--- src/sv/tpfl_pkg.sv ---
`timescale 1ns / 1ps

package tpfl_pkg;

    // field widths
    localparam int IDX_W      = 10;
    localparam int OP_W       = 3;
    localparam int STAT_W     = 2;
    localparam int REG_W      = 11;
    localparam int DSZ_W      = 12;
    localparam int ADDR_W     = 64;
    localparam int PROD_W     = IDX_W + DSZ_W;
    localparam int CFG_IDX_W  = 2;
    localparam int CFG_DATA_W = 64;

    // register reset values
    localparam logic [REG_W-1:0]  CAPACITY_RST  = REG_W'(1024);
    localparam logic [REG_W-1:0]  RSV_COUNT_RST = '0;
    localparam logic [DSZ_W-1:0]  DESC_SIZE_RST = DSZ_W'(32);
    localparam logic [ADDR_W-1:0] HEAP_BASE_RST = '0;

    // request operation codes
    typedef enum logic [OP_W-1:0] {
        OP_ALLOC     = 3'd0,
        OP_ALLOC_RSV = 3'd1,
        OP_FREE      = 3'd2,
        OP_FREE_RSV  = 3'd3,
        OP_LOOKUP    = 3'd4,
        OP_RESTART   = 3'd5
    } t_op;

    // result status codes
    typedef enum logic [STAT_W-1:0] {
        ST_OK          = 2'd0,
        ST_EMPTY       = 2'd1,
        ST_RSV_IGNORED = 2'd2,
        ST_GEN_FULL    = 2'd3
    } t_status;

    // configuration register indexes
    typedef enum logic [CFG_IDX_W-1:0] {
        REG_CAPACITY  = 2'd0,
        REG_RSV_COUNT = 2'd1,
        REG_DESC_SIZE = 2'd2,
        REG_HEAP_BASE = 2'd3
    } t_reg;

    // commands from the controller to the datapath
    typedef struct packed {
        logic latch;
        logic exec;
        logic mul;
        logic fin;
    } t_cmd;

endpackage

--- src/sv/tpfl_ctrl.sv ---
`timescale 1ns / 1ps

module tpfl_ctrl (
    input  logic           i_clk,
    input  logic           i_rst_n,
    input  logic           i_start,
    output logic           o_busy,
    output logic           o_done,
    output tpfl_pkg::t_cmd o_cmd
);
    import tpfl_pkg::*;

    typedef enum logic [1:0] {
        S_IDLE,
        S_EXEC,
        S_MUL,
        S_ADD
    } t_state;

    t_state r_state;
    logic   r_busy;
    logic   r_done;

    // sequencer: accept, update lists, multiply, add
    always_ff @(posedge i_clk) begin
        if (!i_rst_n) begin
            r_state <= S_IDLE;
            r_busy  <= 1'b0;
            r_done  <= 1'b0;
        end else begin
            r_done <= 1'b0;
            unique case (r_state)
                S_IDLE: begin
                    if (i_start) begin
                        r_state <= S_EXEC;
                        r_busy  <= 1'b1;
                    end
                end
                S_EXEC: begin
                    r_state <= S_MUL;
                end
                S_MUL: begin
                    r_state <= S_ADD;
                end
                S_ADD: begin
                    r_state <= S_IDLE;
                    r_busy  <= 1'b0;
                    r_done  <= 1'b1;
                end
            endcase
        end
    end

    // datapath commands
    assign o_cmd.latch = (r_state == S_IDLE) && i_start;
    assign o_cmd.exec  = (r_state == S_EXEC);
    assign o_cmd.mul   = (r_state == S_MUL);
    assign o_cmd.fin   = (r_state == S_ADD);

    assign o_busy = r_busy;
    assign o_done = r_done;

endmodule

--- config.mk ---
export PLATFORM = sky130hd
export DESIGN_NAME = tpfl_ctrl
export DESIGN_NICKNAME = d
export VERILOG_FILES = /design/src/sv/tpfl_pkg.sv /design/src/sv/tpfl_ctrl.sv
export SDC_FILE = /design/constraint.sdc
export NUM_CORES = 1
export LEC_CHECK = 0
export BUFFER_PORTS_ARGS = -buffer_cell sky130_fd_sc_hd__buf_2
export CORE_AREA = 2 2 39 41
export CTS_CLUSTER_DIAMETER = 150
export DETAILED_ROUTE_END_ITERATION = 7
export DIE_AREA = 0 0 41 43
export PLACE_DENSITY = 0.43
export SLEW_MARGIN = 20
export SYNTH_ARGS = -nofsm -noshare
export SYNTH_HDL_FRONTEND = slang
export SYNTH_SLANG_ARGS = --single-unit
--- constraint.sdc ---
create_clock -name i_clk -period 1.35 [get_ports i_clk]
set_input_delay 0.0675 -clock i_clk [delete_from_list [all_inputs] [get_ports i_clk]]
set_output_delay 0.0675 -clock i_clk [all_outputs]
set_load 0.02 [all_outputs]
* Yosys cells after proc, flatten, opt, wreduce, memory -nomap -nowiden
Cells that the tools add are included.
Storage, ports and cells: memories kept 0, input bits 3, memory bits (writable) 0, bits in latches 0, bits in read-only memories 0, flip-flop bits (word level) 4
Cells by class: bitwise operators 0, reductions and logical operators 4, div/mod/pow operators 0, shift operators 0, $mul 0, add/subtract/negate cells 0, muxes and demuxes 5, order comparisons 0, eq/ne operators 4
Operator list (count):
- one-hot mux 2 bit (4 select lines) | 1
- equality test 2 bit, second input constant | 2
- equality test 2 x 1 -> 1 bit, second input constant | 1
- zero test 2 bit | 1
- two-way mux 1 bit | 2
- two-way mux 2 bit | 1
- != test 2 bit, second input constant | 1
- one-hot mux 1 bit (2 select lines) | 1
- AND reduction 2 bit | 1
- nonzero test 2 bit | 1
- logical AND 1 bit | 1

* Longest topological paths before layout
Gate-level depths: netlist of run 1.
depth in word-level cells 3, gate-level depth with buffers 5, gate-level depth less buffers 5

* Least setup slack after synthesis of run 1
Ideal clock, no wire load.
kind register to register, start point reg r_state[0], end point reg r_busy (netlist: o_busy), buffers on the path 0, slack 0.062 ns, library setup time 0.116 ns, data required time 1.234 ns, cell stages (with the launch flop) 5, arrival time 1.172 ns, cells stage by stage dfxtp_1 -> inv_1 -> ha_1 -> mux2_4 -> o211a_1
Between the ends: longest elaborated chain between the ends 3, elaborated cells on any way between the ends 6
Ends and longest elaborated chain:
- start, declared | RTL line tpfl_ctrl.sv:20 | t_state r_state;
- start signal, assigned | RTL line tpfl_ctrl.sv:27 | r_state <= S_IDLE;
- start signal, assigned | RTL line tpfl_ctrl.sv:35 | r_state <= S_EXEC;
- start signal, assigned | RTL line tpfl_ctrl.sv:40 | r_state <= S_MUL;
- equality test 2 bit or zero test 2 bit (tied branches) | RTL line tpfl_ctrl.sv:32 | unique case (r_state)
- nonzero test 2 bit (no line) or != test 2 bit (tied branches)
- AND reduction 2 bit (no line)
- end signal, assigned | RTL line tpfl_ctrl.sv:28 | r_busy <= 1'b0;
- end signal, assigned | RTL line tpfl_ctrl.sv:36 | r_busy <= 1'b1;
- end signal, assigned | RTL line tpfl_ctrl.sv:47 | r_busy <= 1'b0;
- end, declared | RTL line tpfl_ctrl.sv:21 | logic r_busy;
Parallel ways exist; a longest one is shown, timed or not. A chain may end at the register's enable or synchronous reset.

* Worst setup path after layout of run 1
Ends and elaborated chain as after synthesis.

==> impl_metrics.ini, run 1 <==
[timing]
drv_slew = 0
fin_worst_skew_ns = 0.00784
post-route-period-util_pct = 93.0
slew_headroom_pct = 89.1
hold_violations = 0
fin_setup_tns_ns = 0
holdWs_ns = 0.0892
setup_viol = 0
worst_pin_slew_ns = 0.159
rsz0062_at_grt = false
fmax_mhz = 797
min_period_ns = 1.26

[global_routing]
grt_pass1_wl_um = 800
grt_util_met2_pct = 11.6
grt_use_met1_pct = 6.39
antenna_found_initial = 0
grtUsageMet3_pct = 6.28
grt_max_degree = 6
grt_usage_pct = 7.21
overflow = 0
grt_pass1_vias = 219
grt_busiest_layer = met2

[run_status]
status = completed

[synthesis]
ys_types = 11
syn_area_per_cell_sq_um = 10.6
ys_seq_elements = 4
synthCells = 23
yosysSeqAreaShare_pct = 32.8
syn-cell-area_sq_um = 244
syn-num-nets = 32
ys_warn_count = 0

[floorplanning]
io-pin-count = 9
start_util_pct = 17.6
die_x_um = 41
dieArea_sq_um = 1760
core-area_sq_um = 1380
die_y_um = 43
rows = 14

[placement]
place.port_buffers = 8
hpwlAfterDp_um = 386
placed_cell_area_sq_um = 312
gp_routability_congestion = 0.675

[power]
powerDensity_nw_per_um2 = 2160
power_mw = 0.729
p_leak_nw = 0.194
ir_drop_mv = 0.577

[layout]
design_area_sq_um = 338
n_antenna_cell = 0
nets = 46
final_util_pct = 24.4
post_route_cells_drive_above_1_share_pct = 42.9
n_fill_cell = 150
area_delta_synth_final_pct = 38.5

[setup_path]
cp_max_fo = 5
critPathLaunchType = flip-flop
crit_required_ns = 1.48
worstSetupPathType = reg -> reg
critical_path_arrival_ns = 1.38
crit_path_end_kind = flip-flop

[clock_tree]
cts_hold_buf = 0
clk_pin_slew_ns = 0.04
cts_setup_buffers = 0
cts_buffers = 3
cts_tree = done
ctsLongestPathBuffers = 2
clock_latency_ns = 0.24
cts_root_buffer = clkbuf_4
cts_sinks = 4
htree_levels = 1

[detailed_routing]
viasPerCell = 3.98
vias = 203
drc = 0
drt_iter0_drc = 3
wl_per_cell_um = 9.57
drt-pass1-iter-count = 2
postRouteAntennaNets = 0
wl_um = 488

[run]
maxCapViolations = 0

[min_path]
hold_path_class = in -> reg
worst max-delay path, stage by stage, from the launching register on:
cell and delay (ns):
dfxtp_2 0.33, inv_1 0.11, ha_2 0.21, mux2_4 0.30, o211a_1 0.20
cells in the final DEF (no fill, tap or decap):
cell type  count
nor2_1         1
mux2_4         1
nand2_1        2
dfxtp_2        1
buf_2          8
ha_1           5
clkbuf_4       3
inv_1          2
o211a_1        2
nor2b_1        1
dfxtp_1        3
ha_2           1
buf_4          1
mux2i_1        1
and2_1         2
nand2b_1       1
registers in the layout (all words and copies together), names as in the netlist:
name and count:
r_state 2, o_busy 1, o_done 1
where the power goes:
| part | internal [mW] | total (mW) | switching [mW] |
|---|---|---|---|
| Clock | 0.0993 | 0.147 | 0.0479 |
| Combinational | 0.172 | 0.392 | 0.221 |
| Sequential | 0.161 | 0.190 | 0.0288 |
Yosys cell counts, drive strengths merged:
cell type	count	area, sq um
nand2	2	7.51
mux2i	1	10.0
ha	6	75.1
dfxtp	4	80.1
o211a	2	20.0
nor2	1	3.75
mux2	1	15.0
nand2b	1	6.26
and2	2	12.5
inv	2	7.51
nor2b	1	6.26
worst paths after layout:
kind,startpoint,to,slack [ns],cells after the start
max,r_state[0],o_busy,0.09,4
max reg2reg,r_state[0],o_busy,0.09,4
min,i_rst_n,o_done,0.09,2
min reg2reg,o_busy,o_busy,0.51,1
metal layers:
metal | wire, um | vias to the layer above
met3 | 54 | 0
met1 | 213 | 95
li1 | - | 99
met2 | 220 | 9
met4 | 0 | 0
met5 | 0 | -
per-stage QoR:
stage               setup WS (ns)  cells
CTS                        0.0533     51
global placement           0.0237     48
global route               0.0264     51
detailed placement        -0.0162     48
finish                     0.0949     51
floorplan                  0.0620     23
logic make-up after synthesis:
logic type / after synthesis / synth area share, %
AOI/OAI and AO/OA: 2 / 8.21
DFF: 4 / 32.8
and+or+nand+nor: 7 / 14.9
buffers and inverters: 2 / 3.08
adders and majority gates: 6 / 30.8
muxes: 2 / 10.3
layout make-up:
cell class	instances	area (sq um)	area share, %
Tap cell	16	20.0	5.93
Clock buffer	3	22.5	6.67
Inverter	2	7.51	2.22
Sequential cell	4	81.3	24.1
Multi-Input combinational cell	17	159	47.0
Timing Repair Buffer	9	47.5	14.1
timing repair:
action                     in CTS  in global routing
gates cloned                    0                  0
setup endpoints to repair       2                  1
resized for setup               1                  1
Note: power is estimated with default switching activity, not from simulation.
==> inputs of run 2 (changes only) <==
- MAX_ROUTING_LAYER: unset -> met4
==> run 2 against run 1 <==
Sequential cell count did not move; register-to-register slack barely moved; critical path type unchanged; count of clock-buffer cells in the layout is the same; highest routed layer unchanged; clock skew fell by 0.00072 ns; largest power group unchanged.
==> impl_metrics.ini, run 2 (synthesis gave the netlist of run 1 again) <==
[clock_tree]
cts_buffers = 3
cts_sinks = 4
cts_setup_buffers = 0
cts_root_buffer = clkbuf_4
clock_latency_ns = 0.24
clk_pin_slew_ns = 0.04
cts_tree = done
ctsLongestPathBuffers = 2
htree_levels = 1

[detailed_routing]
wl_um = 488
wl_per_cell_um = 9.57
viasPerCell = 3.98
vias = 203
drt_iter0_drc = 1
drc = 0
postRouteAntennaNets = 0
drt-pass1-iter-count = 2

[power]
internal-power_mw = 0.432
powerDensity_nw_per_um2 = 2160
power_frac_comb_pct = 53.8
swShare_pct = 40.8
power.share.sequential_pct = 26.0
p_sw_mw = 0.298
clockPowerShare_pct = 20.3
power_mw = 0.730
ir_drop_mv = 0.579
p_leak_nw = 0.194

[run_status]
status = completed

[layout]
n_fill_cell = 150
area_delta_synth_final_pct = 38.5
final_util_pct = 24.4
top_register = r_state
final_common_cell = buf_2
post_route_cells_drive_above_1_share_pct = 42.9
nets = 46
layoutNonFillerInstCount = 51
seqCellArea_sq_um = 81.3
n_antenna_cell = 0
largest_reg_flops = 2
most-common-layout-cells = 8 x buf_2, 5 x ha_1, 3 x clkbuf_4, 3 x dfxtp_1
multi_input_area_sq_um = 159

[timing]
post-route-period-util_pct = 93.0
worst_pin_slew_ns = 0.159
hold_violations = 0
slew_headroom_pct = 89.1
rsz0062_at_grt = false
setup_ws_ns = 0.0939
min_period_ns = 1.26
holdWs_ns = 0.0890
fin_worst_skew_ns = 0.00713
setup_viol = 0
fmax_mhz = 796
drv_slew = 0

[setup_path]
worstSetupPathType = reg -> reg
crit_required_ns = 1.48
critPathLaunchType = flip-flop
cp_max_fo = 5
worstPathCellList = inv_1 -> ha_2 -> mux2_4 -> o211a_1
max_stage_delay_ns = 0.33
cp_slowest_cell = dfxtp_2
critical_path_arrival_ns = 1.38
crit_path_end_kind = flip-flop

[min_path]
hold_path_class = in -> reg

[floorplanning]
start_util_pct = 17.6
core-area_sq_um = 1380
die_y_um = 43
rows = 14
die_x_um = 41
io-pin-count = 9
dieArea_sq_um = 1760

[global_routing]
grt_pass1_vias = 215
overflow = 0
grt_pass1_wl_um = 800
grt_max_degree = 6
grt_usage_pct = 7.39
antenna_found_initial = 0

[placement]
gp_routability_congestion = 0.681
place.port_buffers = 8
hpwlAfterDp_um = 386
dp_cells = 48
place_ws_ns = -0.0162

[run]
maxCapViolations = 0
## run 2: cell counts in the layout (fill, tap and decap cells not counted)
Identical to the previous run, type by type.
## run 2: power by group through the flow
stage | clock (mW) | sequential [mW] | combinational [mW]
4_1_cts | 0.155 | 0.190 | 0.395
3_3_place_gp | 0 | 0.186 | 0.381
3_5_place_dp | 0 | 0.188 | 0.389
6_report | 0.148 | 0.190 | 0.392
5_1_grt | 0.173 | 0.195 | 0.441
2_1_floorplan | 0 | 0.207 | 0.261
## run 2: cell type report
cell class | count | area share [%]
Multi-Input combinational cell | 17 | 47.0
Timing Repair Buffer | 9 | 14.1
Tap cell | 16 | 5.93
Inverter | 2 | 2.22
Clock buffer | 3 | 6.67
Sequential cell | 4 | 24.1
## run 2: repair_timing
item                                    CTS  global route
endpoints found under the setup margin    2             1
resized for setup                         1             1
pin swaps                                 0             0
hold buffers                              0             0
## run 2: metrics by stage
step                instance area, sq um  TNS, ns
detailed placement                   312  -0.0162
global placement                     312        0
global route                         338        0
CTS                                  335        0
finish                               338        0
floorplan                            244        0
## run 2: worst paths after layout
check,start,end,slack [ns],cells after the start
worst max-delay path,r_state[0],o_busy,0.09,4
worst min-delay path,i_rst_n,o_done,0.09,2
worst max register to register,r_state[0],o_busy,0.09,4
worst min register to register,o_busy,o_busy,0.51,1
## run 2: critical path: cells and delay by family, from the launching register on
kind	cells	cell delay [ns]
AOI/OAI and AO/OA	1	0.20
adders and majority gates	1	0.21
buffers and inverters	1	0.11
DFF	1	0.33
muxes	1	0.30
## run 2: routing by layer
layer	up-vias	track usage [%]	wire [um]
li1	99	-	-
met1	95	6.39	213
met2	9	11.6	221
met3	0	6.28	53
met4	0	2.00	0
met5	-	-	0
